<file path="src/hdl/psd_pkg.sv">
// Shared types, widths and register indexes for the small-prime divisibility tester.
// Used by every module of the block; depends on nothing else.
`timescale 1ns / 1ps

package psd_pkg;

   localparam int K_WIDTH          = 64;
   localparam int EXP_WIDTH_MAX    = 32;
   localparam int EXPONENT_BITS_DEF = 32;
   localparam int PRIME_WIDTH      = 15;
   localparam int MONT_BITS        = 16;
   localparam int MUL_W            = 16;
   localparam int NEWTON_STEPS     = 3;
   localparam int CNT_W            = $clog2(K_WIDTH);
   localparam int REQ_DATA_W       = 16;
   localparam int RSP_DATA_W       = 16;
   localparam int CSR_ADDR_W       = 2;
   localparam int CSR_DATA_W       = 64;

   // Register indexes on the configuration port.
   localparam logic [CSR_ADDR_W-1:0] CSR_MULTIPLIER_K = 2'd0;
   localparam logic [CSR_ADDR_W-1:0] CSR_EXPONENT_N   = 2'd1;
   localparam logic [CSR_ADDR_W-1:0] CSR_PLUS_SIGN    = 2'd2;

   localparam logic [K_WIDTH-1:0]       K_RESET    = 64'd3;
   localparam logic [EXP_WIDTH_MAX-1:0] N_RESET    = 32'd16;
   localparam logic                     PLUS_RESET = 1'b0;

   localparam logic [MUL_W-1:0] NEWTON_TWO = 16'd2;

   typedef logic [PRIME_WIDTH-1:0] prime_type;

   // One result beat, divides in the lowest bit.
   typedef struct packed {
      prime_type prime;
      logic      divides;
   } result_type;

endpackage

</file>
<file path="src/hdl/proth_small_prime_divisibility.sv">
// Top level of the Proth-number small-prime divisibility tester: stream ports and registers.
// Depends on psd_pkg and psd_core.
`timescale 1ns / 1ps

// Tests whether each odd prime p on the request stream divides k*2^n+1 or k*2^n-1, with k, n
// and the sign set through the register port beforehand. Primes are taken one at a time: a
// new request is taken only once the last result has been written to the output register.
// The walk over n runs on the one shared multiplier, with a Montgomery square, reduce and
// halve step for every exponent bit, after the 64-bit k has been reduced one bit per cycle.
// An even value or one below three skips the walk and is answered as not dividing. A
// finished response sits in an output register, so a stalled response stream holds up
// only the next result.

module proth_small_prime_divisibility
   import psd_pkg::*;
#(
   parameter int EXPONENT_BITS = EXPONENT_BITS_DEF
) (
   input  logic                  clock,
   input  logic                  reset,
   input  logic                  req_tvalid,
   output logic                  req_tready,
   input  logic [REQ_DATA_W-1:0] req_tdata,   // [14:0] prime, [15] zero
   output logic                  rsp_tvalid,
   input  logic                  rsp_tready,
   output logic [RSP_DATA_W-1:0] rsp_tdata,   // [0] divides, [15:1] tested_prime
   input  logic                  csr_we,
   input  logic [CSR_ADDR_W-1:0] csr_addr,
   input  logic [CSR_DATA_W-1:0] csr_wdata
);

   logic [K_WIDTH-1:0]       k_ff;
   logic [EXPONENT_BITS-1:0] n_ff;
   logic                     plus_ff;
   result_type               result;

   always_ff @(posedge clock) begin
      if (reset) begin
         k_ff    <= K_RESET;
         n_ff    <= N_RESET[EXPONENT_BITS-1:0];
         plus_ff <= PLUS_RESET;
      end else if (csr_we) begin
         unique case (csr_addr)
            CSR_MULTIPLIER_K: k_ff    <= csr_wdata[K_WIDTH-1:0];
            CSR_EXPONENT_N:   n_ff    <= csr_wdata[EXPONENT_BITS-1:0];
            CSR_PLUS_SIGN:    plus_ff <= csr_wdata[0];
            default: begin
            end
         endcase
      end
   end

   psd_core #(
      .EXPONENT_BITS (EXPONENT_BITS)
   ) u_core (
      .clock        (clock),
      .reset        (reset),
      .multiplier_k (k_ff),
      .exponent_n   (n_ff),
      .plus_sign    (plus_ff),
      .in_valid     (req_tvalid),
      .in_ready     (req_tready),
      .in_prime     (req_tdata[PRIME_WIDTH-1:0]),
      .out_valid    (rsp_tvalid),
      .out_ready    (rsp_tready),
      .out_result   (result)
   );

   assign rsp_tdata = result;

endmodule

</file>
<file path="src/hdl/psd_mul.sv">
// Shared 16 x 16 unsigned multiplier of the tester; every product passes through it.
// Depends on psd_pkg for the operand width.
`timescale 1ns / 1ps

module psd_mul
   import psd_pkg::*;
(
   input  logic [MUL_W-1:0]   a,
   input  logic [MUL_W-1:0]   b,
   output logic [2*MUL_W-1:0] prod
);

   assign prod = (2*MUL_W)'(a) * (2*MUL_W)'(b);

endmodule

</file>
<file path="src/hdl/psd_dblmod.sv">
// Shift-and-subtract step: returns (2*r + bit) mod p for r below p.
// Depends on psd_pkg; used for k mod p and for the Montgomery start value.
`timescale 1ns / 1ps

module psd_dblmod
   import psd_pkg::*;
(
   input  prime_type r,
   input  logic      din,
   input  prime_type p,
   output prime_type r_out
);

   logic [PRIME_WIDTH:0] sum;
   logic [PRIME_WIDTH:0] diff;

   assign sum   = {r, din};
   assign diff  = sum - {1'b0, p};
   assign r_out = (sum >= {1'b0, p}) ? diff[PRIME_WIDTH-1:0] : sum[PRIME_WIDTH-1:0];

endmodule

</file>
<file path="src/hdl/psd_core.sv">
// Sequencer and datapath of the tester: k mod p, Newton inverse, Montgomery walk over n.
// Depends on psd_pkg, psd_mul and psd_dblmod.
`timescale 1ns / 1ps

module psd_core
   import psd_pkg::*;
#(
   parameter int EXPONENT_BITS = EXPONENT_BITS_DEF
) (
   input  logic                     clock,
   input  logic                     reset,
   input  logic [K_WIDTH-1:0]       multiplier_k,
   input  logic [EXPONENT_BITS-1:0] exponent_n,
   input  logic                     plus_sign,
   input  logic                     in_valid,
   output logic                     in_ready,
   input  prime_type                in_prime,
   output logic                     out_valid,
   input  logic                     out_ready,
   output result_type               out_result
);

   localparam int EXP_IDX_W = $clog2(EXPONENT_BITS);

   typedef enum logic [3:0] {
      ST_IDLE,
      ST_KMOD,
      ST_RMOD,
      ST_NEWTON_Y,
      ST_NEWTON_X,
      ST_SQUARE,
      ST_MULRED,
      ST_REDUCE,
      ST_FIX,
      ST_RESULT
   } state_type;

   state_type            state_ff;
   logic [CNT_W-1:0]     cnt_ff;
   prime_type            p_ff;
   logic                 bad_ff;
   logic                 last_ff;
   prime_type            kmod_ff;
   prime_type            r_ff;
   logic [MUL_W-1:0]     x_ff;
   logic [MUL_W-1:0]     m_ff;
   logic [2*PRIME_WIDTH-1:0] t_ff;
   logic [MUL_W-1:0]     u_ff;
   logic                 out_valid_ff;
   result_type           out_result_ff;

   logic [MUL_W-1:0]     mul_a;
   logic [MUL_W-1:0]     mul_b;
   logic [2*MUL_W-1:0]   prod;
   prime_type            dbl_r;
   logic                 dbl_bit;
   prime_type            dbl_out;
   logic [2*MUL_W-1:0]   red_sum;
   logic [MUL_W-1:0]     u_in;
   logic [MUL_W-1:0]     u_diff;
   prime_type            rc_in;
   logic [PRIME_WIDTH:0] half_sum;
   prime_type            r_in;
   prime_type            neg_in;
   logic                 hit_in;
   logic                 bad_prime;
   logic                 out_free;

   psd_mul u_mul (
      .a    (mul_a),
      .b    (mul_b),
      .prod (prod)
   );

   psd_dblmod u_dblmod (
      .r     (dbl_r),
      .din   (dbl_bit),
      .p     (p_ff),
      .r_out (dbl_out)
   );

   always_comb begin
      unique case (state_ff)
         ST_NEWTON_Y: begin
            mul_a = {1'b0, p_ff};
            mul_b = x_ff;
         end
         ST_NEWTON_X: begin
            mul_a = x_ff;
            mul_b = m_ff;
         end
         ST_SQUARE: begin
            mul_a = {1'b0, r_ff};
            mul_b = {1'b0, r_ff};
         end
         ST_MULRED: begin
            mul_a = t_ff[MUL_W-1:0];
            mul_b = x_ff;
         end
         ST_REDUCE: begin
            mul_a = m_ff;
            mul_b = {1'b0, p_ff};
         end
         default: begin
            mul_a = '0;
            mul_b = '0;
         end
      endcase
   end

   assign dbl_r   = (state_ff == ST_KMOD) ? kmod_ff : r_ff;
   assign dbl_bit = (state_ff == ST_KMOD) ? multiplier_k[cnt_ff] : 1'b0;

   // Montgomery reduction: (t + m*p) / R, which lies below 2p.
   assign red_sum = (2*MUL_W)'(t_ff) + prod;
   assign u_in    = red_sum[2*MUL_W-1:MONT_BITS];

   // Final correction into [0, p), then an optional halving mod p.
   assign u_diff   = u_ff - {1'b0, p_ff};
   assign rc_in    = (u_ff >= {1'b0, p_ff}) ? u_diff[PRIME_WIDTH-1:0]
                                            : u_ff[PRIME_WIDTH-1:0];
   assign half_sum = {1'b0, rc_in} + (rc_in[0] ? {1'b0, p_ff} : '0);
   assign r_in     = exponent_n[cnt_ff[EXP_IDX_W-1:0]] ? half_sum[PRIME_WIDTH:1] : rc_in;

   assign neg_in = (rc_in == '0) ? '0 : (p_ff - rc_in);
   assign hit_in = !bad_ff && ((plus_sign ? neg_in : rc_in) == kmod_ff);

   assign bad_prime = !in_prime[0] || (in_prime < PRIME_WIDTH'(3));
   assign out_free  = !out_valid_ff || out_ready;

   always_ff @(posedge clock) begin
      if (reset) begin
         state_ff     <= ST_IDLE;
         cnt_ff       <= '0;
         bad_ff       <= 1'b0;
         last_ff      <= 1'b0;
         out_valid_ff <= 1'b0;
      end else begin
         // In the result state the output register is written below instead.
         if (out_valid_ff && out_ready && (state_ff != ST_RESULT)) begin
            out_valid_ff <= 1'b0;
         end
         unique case (state_ff)
            ST_IDLE: begin
               if (in_valid) begin
                  p_ff    <= in_prime;
                  kmod_ff <= '0;
                  last_ff <= 1'b0;
                  cnt_ff  <= CNT_W'(K_WIDTH - 1);
                  if (bad_prime) begin
                     bad_ff   <= 1'b1;
                     state_ff <= ST_RESULT;
                  end else begin
                     bad_ff   <= 1'b0;
                     state_ff <= ST_KMOD;
                  end
               end
            end
            ST_KMOD: begin
               kmod_ff <= dbl_out;
               if (cnt_ff == '0) begin
                  r_ff     <= PRIME_WIDTH'(1);
                  cnt_ff   <= CNT_W'(MONT_BITS - 1);
                  state_ff <= ST_RMOD;
               end else begin
                  cnt_ff <= cnt_ff - 1'b1;
               end
            end
            ST_RMOD: begin
               // Doubling one sixteen times leaves R mod p, the Montgomery form of one.
               r_ff <= dbl_out;
               if (cnt_ff == '0) begin
                  x_ff     <= {1'b0, p_ff};
                  cnt_ff   <= CNT_W'(NEWTON_STEPS - 1);
                  state_ff <= ST_NEWTON_Y;
               end else begin
                  cnt_ff <= cnt_ff - 1'b1;
               end
            end
            ST_NEWTON_Y: begin
               m_ff     <= NEWTON_TWO - prod[MUL_W-1:0];
               state_ff <= ST_NEWTON_X;
            end
            ST_NEWTON_X: begin
               // Each step doubles the correct low bits of 1/p; the last one stores -1/p.
               if (cnt_ff == '0) begin
                  x_ff     <= MUL_W'(0) - prod[MUL_W-1:0];
                  cnt_ff   <= CNT_W'(EXPONENT_BITS - 1);
                  state_ff <= ST_SQUARE;
               end else begin
                  x_ff     <= prod[MUL_W-1:0];
                  cnt_ff   <= cnt_ff - 1'b1;
                  state_ff <= ST_NEWTON_Y;
               end
            end
            ST_SQUARE: begin
               t_ff     <= prod[2*PRIME_WIDTH-1:0];
               state_ff <= ST_MULRED;
            end
            ST_MULRED: begin
               m_ff     <= prod[MUL_W-1:0];
               state_ff <= ST_REDUCE;
            end
            ST_REDUCE: begin
               u_ff     <= u_in;
               state_ff <= last_ff ? ST_RESULT : ST_FIX;
            end
            ST_FIX: begin
               if (cnt_ff == '0) begin
                  // One more reduction takes the residue out of Montgomery form.
                  t_ff     <= (2*PRIME_WIDTH)'(r_in);
                  last_ff  <= 1'b1;
                  state_ff <= ST_MULRED;
               end else begin
                  r_ff     <= r_in;
                  cnt_ff   <= cnt_ff - 1'b1;
                  state_ff <= ST_SQUARE;
               end
            end
            ST_RESULT: begin
               if (out_free) begin
                  out_valid_ff          <= 1'b1;
                  out_result_ff.divides <= hit_in;
                  out_result_ff.prime   <= p_ff;
                  state_ff              <= ST_IDLE;
               end
            end
            default: begin
               state_ff <= ST_IDLE;
            end
         endcase
      end
   end

   assign in_ready   = (state_ff == ST_IDLE);
   assign out_valid  = out_valid_ff;
   assign out_result = out_result_ff;

endmodule
</file>
<file path="config.mk">
export PLATFORM = sky130hd
export DESIGN_NAME = proth_small_prime_divisibility
export DESIGN_NICKNAME = d
export VERILOG_FILES = /design/src/hdl/psd_pkg.sv /design/src/hdl/proth_small_prime_divisibility.sv /design/src/hdl/psd_mul.sv /design/src/hdl/psd_dblmod.sv /design/src/hdl/psd_core.sv
export SDC_FILE = /design/constraint.sdc
export NUM_CORES = 1
export LEC_CHECK = 0
export ABC_AREA = 1
export BUFFER_PORTS_ARGS = -buffer_cell sky130_fd_sc_hd__buf_2
export CORE_MARGIN = 5
export CORE_UTILIZATION = 58
export DETAILED_ROUTE_END_ITERATION = 8
export PLACE_DENSITY = 0.78
export SYNTH_ARGS = -nofsm -noshare
export SYNTH_HDL_FRONTEND = slang
export SYNTH_HIERARCHICAL = 1
export SYNTH_SLANG_ARGS = --single-unit
</file>
<file path="constraint.sdc">
create_clock -name clock -period 8.4 [get_ports clock]
set_input_delay 1.26 -clock clock [delete_from_list [all_inputs] [get_ports clock]]
set_output_delay 1.26 -clock clock [all_outputs]
set_load 0.02 [all_outputs]
</file>
==> flow_results.org <==
** Floorplan
- Area of the die :: 52100 um2
- Horizontal die dimension :: 228 um
- Starting density of the core :: between 50% and 60%
- Top-level I/O count :: ~110
- Cell Rows :: 80
- Placeable core area :: 47400 um2
- DIE HEIGHT :: between 200 and 250 um

** Detailed routing
- Number of routed nets with antenna violations :: 0
- Top layer in use :: met4
- The routed design uses about 7700 um of met3 wire.
- Met2 wirelength from detailed routing :: about 36000 um
- Routed vias :: 26100
- Number of vias per cell :: 5.45
- Aggregate routed wire length :: approximately 80000 um
- DR iter-0 viols :: 2265
- Wire length per cell :: 16.8 um
- After detailed routing, the number of remaining DRC violations is 0.
- Post-route met1 wirelength :: between 30000 and 40000 um
- The pre-antenna-repair detailed-routing pass consisted of 8 iterations.

** Yosys
- Sequential fraction of the synthesis area :: a little under a quarter
- Synthesis instantiated 64 different standard cells from the library.
- Most frequently used flop master after synthesis :: sky130_fd_sc_hd__edfxtp_1
- Synthesized area :: 27600 um2
- Gate count after technology mapping :: between 4000 and 5000
- Total number of yosys warnings :: 6
- Counting flops with a built-in enable in the synthesized netlist gives around 140.
- Counting every net in the synthesized netlist gives 4536.
- Number of storage elements in the synthesis netlist :: roughly 250
- Fraction of registers with async set or reset after synthesis :: 0%
- Mean area per synthesized cell :: 6.79 um2

** Critical path
- Largest stage delay on the critical path :: between 0.5 and 0.6 ns
- Largest delay share family, worst path :: adder cells
- In this design, the critical path's most frequently occurring cell is sky130_fd_sc_hd__nand2_1.
- Counting both buffers and inverters, the worst setup path holds a total of 11.
- Beginning of the worst register-to-register path :: u_core/state_ff[2]
- Critical path's slowest cell :: sky130_fd_sc_hd__fa_1
- STA puts the critical path data required time at 8.71 ns.
- Critical Path Source Type :: flop
- The worst setup path is of the reg -> reg kind.
- Of all nets on the critical path, the largest fanout is 12.
- Reg-to-reg setup timing slack :: 0.38 ns
- Reg2Reg Depth :: 37
- Data arrives at the worst endpoint at roughly 8.3 ns.
- In this run the critical register-to-register path is captured at u_core/u_ff[13].
- Kind of capture point of the worst setup path :: flop

** Pwr
- Combinational share of power :: between 50% and 60%
- Sw Ratio :: between 40% and 50%
- In this run the power density over the cells is 193 nW/um2.
- Design internal power :: between 3 and 4 mW
- Final Power :: around 6 mW
- The clock network accounts for between 10% and 20% of the total power.
- IR drop worst, VDD :: 0.000162 V
- Sequential Power Share :: between 20% and 30%
- Summed over all cells, the static leakage comes to about 17 nW.
- Summed over all nets, the switching power comes to roughly 2.7 mW.

** STA
- Setup slack on the critical path of the routed design comes to 0.381 ns.
- The worst path in the final design needs a cycle of about 8 ns, including I/O delays and setup.
- The worst path uses between 90% and 100% of the clock period.
- Derived from the worst setup path, the maximum achievable clock frequency is roughly 120 MHz.
- Across the routed clock network, the largest skew measured is between 0.02 and 0.03 ns.
- At the pin with the least slew margin, the transition time is 1.27 ns.
- Final setup TNS :: 0 ns
- Final Hold Viols :: 0
- Setup violations remaining at the end of the flow were counted as 0.
- Number of slew-limit violations in the final report :: 0
- In this run the tightest slew margin relative to its limit is approximately 15%.

** CTS
- Maximum level of the CTS H-tree :: 1
- Clock transition at path regs :: around 0.06 ns
- Clock tree synthesis inserted a total of 26 buffers.
- Latest clock arrival within the worst-skew pair :: 0.56 ns
- Number of buffers added to fix hold violations after cts :: 0
- TritonCTS built the clock tree.
- Clock tree synthesis selected as its root buffer the cell sky130_fd_sc_hd__clkbuf_16.
- Buffer depth of the longest clock path :: 3
- The tree built by TritonCTS fans out to between 200 and 250 sinks.

** Finish
- Final Instance Count excl. Fillers :: ~4800
- At the end of the flow, the number of nets in the layout was ~4600.
- Layout overhead on the synthesized area :: 9.14%
- In the final layout, the share of cells above drive strength 1 is between 8 and 9%.
- The finished cells cover 30200 um2.
- 0 antenna diodes ended up in the layout.

** Global route
- Global router's overall resource usage :: between 20% and 30%
- The initial antenna violation count is 1.
- Wire length of the first global-routing pass :: around 130000 um
- Entering global routing, the biggest net connects 117 pins.
- The via count of the first global-routing pass is 24500.
- Summed over all layers, the global routing overflow is 0.

** Place
- Placed cells :: around 4700
- Input and output buffers added on the ports amount to around 100.
- Once placement finished, the instance area stood at between 20000 and 30000 um2.
- Detailed placement finished with a half-perimeter wire length of 62700 um.
- Pre-CTS WS :: 0.0829 ns
- Global placement routability congestion :: 0.991

** Worst hold path
- Classification of the worst-slack hold path :: reg -> reg
- Number of instances on the worst hold path :: 2
- Hold Startpoint :: n_ff[4]
- Terminating pin of the worst hold path :: n_ff[4]

** Flow run
- Max-capacitance violation count :: 0

** Outcome
- The run finished with clean final reports.
worst register-to-register path, delay by kind of cell, from the launching register on:
| kind | cells | cell delay [ns] |
|---|---|---|
| AO/OA/AOI/OAI | 6 | 1.07 |
| XOR/XNOR | 2 | 0.30 |
| adder cells (fa/ha/maj) | 8 | 3.78 |
| buffers and inverters | 11 | 1.15 |
| flip-flops | 1 | 0.33 |
| AND/OR/NAND/NOR | 10 | 1.15 |
power by group through the flow:
stage	clock (mW)	combinational, mW	sequential (mW)
after floorplan	0	2.12	1.58
after global placement	0	2.94	1.61
after detailed placement	0	2.98	1.61
after CTS	1.16	2.99	1.59
after global routing	1.22	3.42	1.60
final	1.14	3.10	1.59
routing by layer:
metal / vias up / global-route usage [%]
met5: - / 0
met4: 0 / 13.0
met3: 204 / 5.30
met2: 1111 / 48.4
met1: 12000 / 39.5
li1: 12800 / -
kinds of logic (layout without fill, tap and decap cells):
group | after synthesis | after routing | share of synthesized area, %
simple gates | 1918 | 1918 | 28.7
buf+inv | 982 | 1079 | 13.7
compound gates | 470 | 470 | 9.75
fa+ha+maj | 376 | 376 | 22.3
flops | 249 | 249 | 23.1
xor+xnor | 78 | 78 | 2.47
stage by stage:
stage | hold slack (ns) | utilization (%)
detailed placement | 0.441 | 61.2
finish | 0.456 | 63.6
global route | 0.480 | 63.6
floorplan | 0.424 | -
CTS | 0.456 | 63.0
global placement | 0.438 | 61.2
sequential cells by signal (all words and copies together) (netlist names):
signal,count
u_core/last_ff,1
u_core/m_ff,16
u_core/bad_ff,1
n_ff,32
u_core/t_ff,30
u_core/state_ff,4
u_core/kmod_ff,15
u_core/out_valid,1
u_core/x_ff,16
u_core/out_result,16
u_core/u_ff,16
u_core/r_ff,15
plus_ff,1
u_core/cnt_ff,6
u_core/p_ff,15
k_ff,64
timing repair:
action,CTS,global route
endpoints found under the hold margin,0,0
buffers inserted,0,4
setup endpoints to repair,0,11
resized for setup,0,61
placed cells by master (no fill, tap or decap), types with 10 or more instances in the layout:
cell and count:
sky130_fd_sc_hd__o221ai_1 10, sky130_fd_sc_hd__dfxtp_1 109, sky130_fd_sc_hd__inv_1 809, sky130_fd_sc_hd__xor2_1 55
sky130_fd_sc_hd__a21oi_1 184, sky130_fd_sc_hd__nand3_1 238, sky130_fd_sc_hd__o22ai_1 13, sky130_fd_sc_hd__nand2_1 1171
sky130_fd_sc_hd__a221oi_1 12, sky130_fd_sc_hd__fa_1 196, sky130_fd_sc_hd__clkbuf_16 27, sky130_fd_sc_hd__o21ai_0 141
sky130_fd_sc_hd__buf_4 98, sky130_fd_sc_hd__nand3_2 15, sky130_fd_sc_hd__nand4_1 30, sky130_fd_sc_hd__clkinv_1 11
sky130_fd_sc_hd__xnor2_1 15, sky130_fd_sc_hd__o21bai_1 11, sky130_fd_sc_hd__edfxtp_1 139, sky130_fd_sc_hd__nor3_1 13
sky130_fd_sc_hd__nor2_1 372, sky130_fd_sc_hd__nand3b_1 10, sky130_fd_sc_hd__o211ai_1 14, sky130_fd_sc_hd__nand2_2 24
sky130_fd_sc_hd__ha_1 170, sky130_fd_sc_hd__buf_2 102, sky130_fd_sc_hd__nor2_2 13, sky130_fd_sc_hd__o21ai_1 24
area by class of cell:
class | count | area [um2]
Tap cell | 615 | 769
Inverter | 822 | 3090
Timing Repair Buffer | 209 | 1370
Clock buffer | 32 | 698
Fill cell | 4354 | 17300
Multi-Input combinational cell | 2842 | 17700
Clock inverter | 16 | 149
Sequential cell | 249 | 6380
worst max path at each step:
stage / start / end / slack [ns] / depth (start not counted)
6_report: u_core/state_ff[2] / u_core/u_ff[13] / 0.38 / 37
5_1_grt: u_core/state_ff[2] / u_core/u_ff[15] / -0.06 / 37
4_1_cts: u_core/state_ff[2] / u_core/u_ff[15] / 0.06 / 36
3_5_place_dp: u_core/state_ff[2] / u_core/u_ff[15] / 0.08 / 36
3_3_place_gp: u_core/state_ff[2] / u_core/u_ff[13] / 0.20 / 41
2_1_floorplan: u_core/state_ff[0] / u_core/u_ff[14] / 0.32 / 36
cells in the mapped netlist (all sizes together), types with 4 or more instances:
cell     count  area, um2
a21o         5       37.5
clkbuf     112        420
fa         196       3920
dfxtp      110       2200
a21oi      193        988
nor2       391       1510
nand3b      10       75.1
xnor2       15        131
a31oi        5       37.5
a221oi      12        105
xor2        63        552
nand2     1198       4580
nand3      254       1360
nor4         4       25.0
inv        817       3070
buf         48        280
a22oi        5       37.5
clkinv       5       18.8
o21bai      11       82.6
edfxtp     139       4170
a211oi       4       30.0
o221ai      10       87.6
ha         180       2250
o21ai      171        871
o2111ai     10       87.6
nand4       30        188
o22ai       13       81.3
or2          7       43.8
and2         6       38.8
o211ai      14        105
nor3        16       91.3
(Power assumes the default switching activity.)
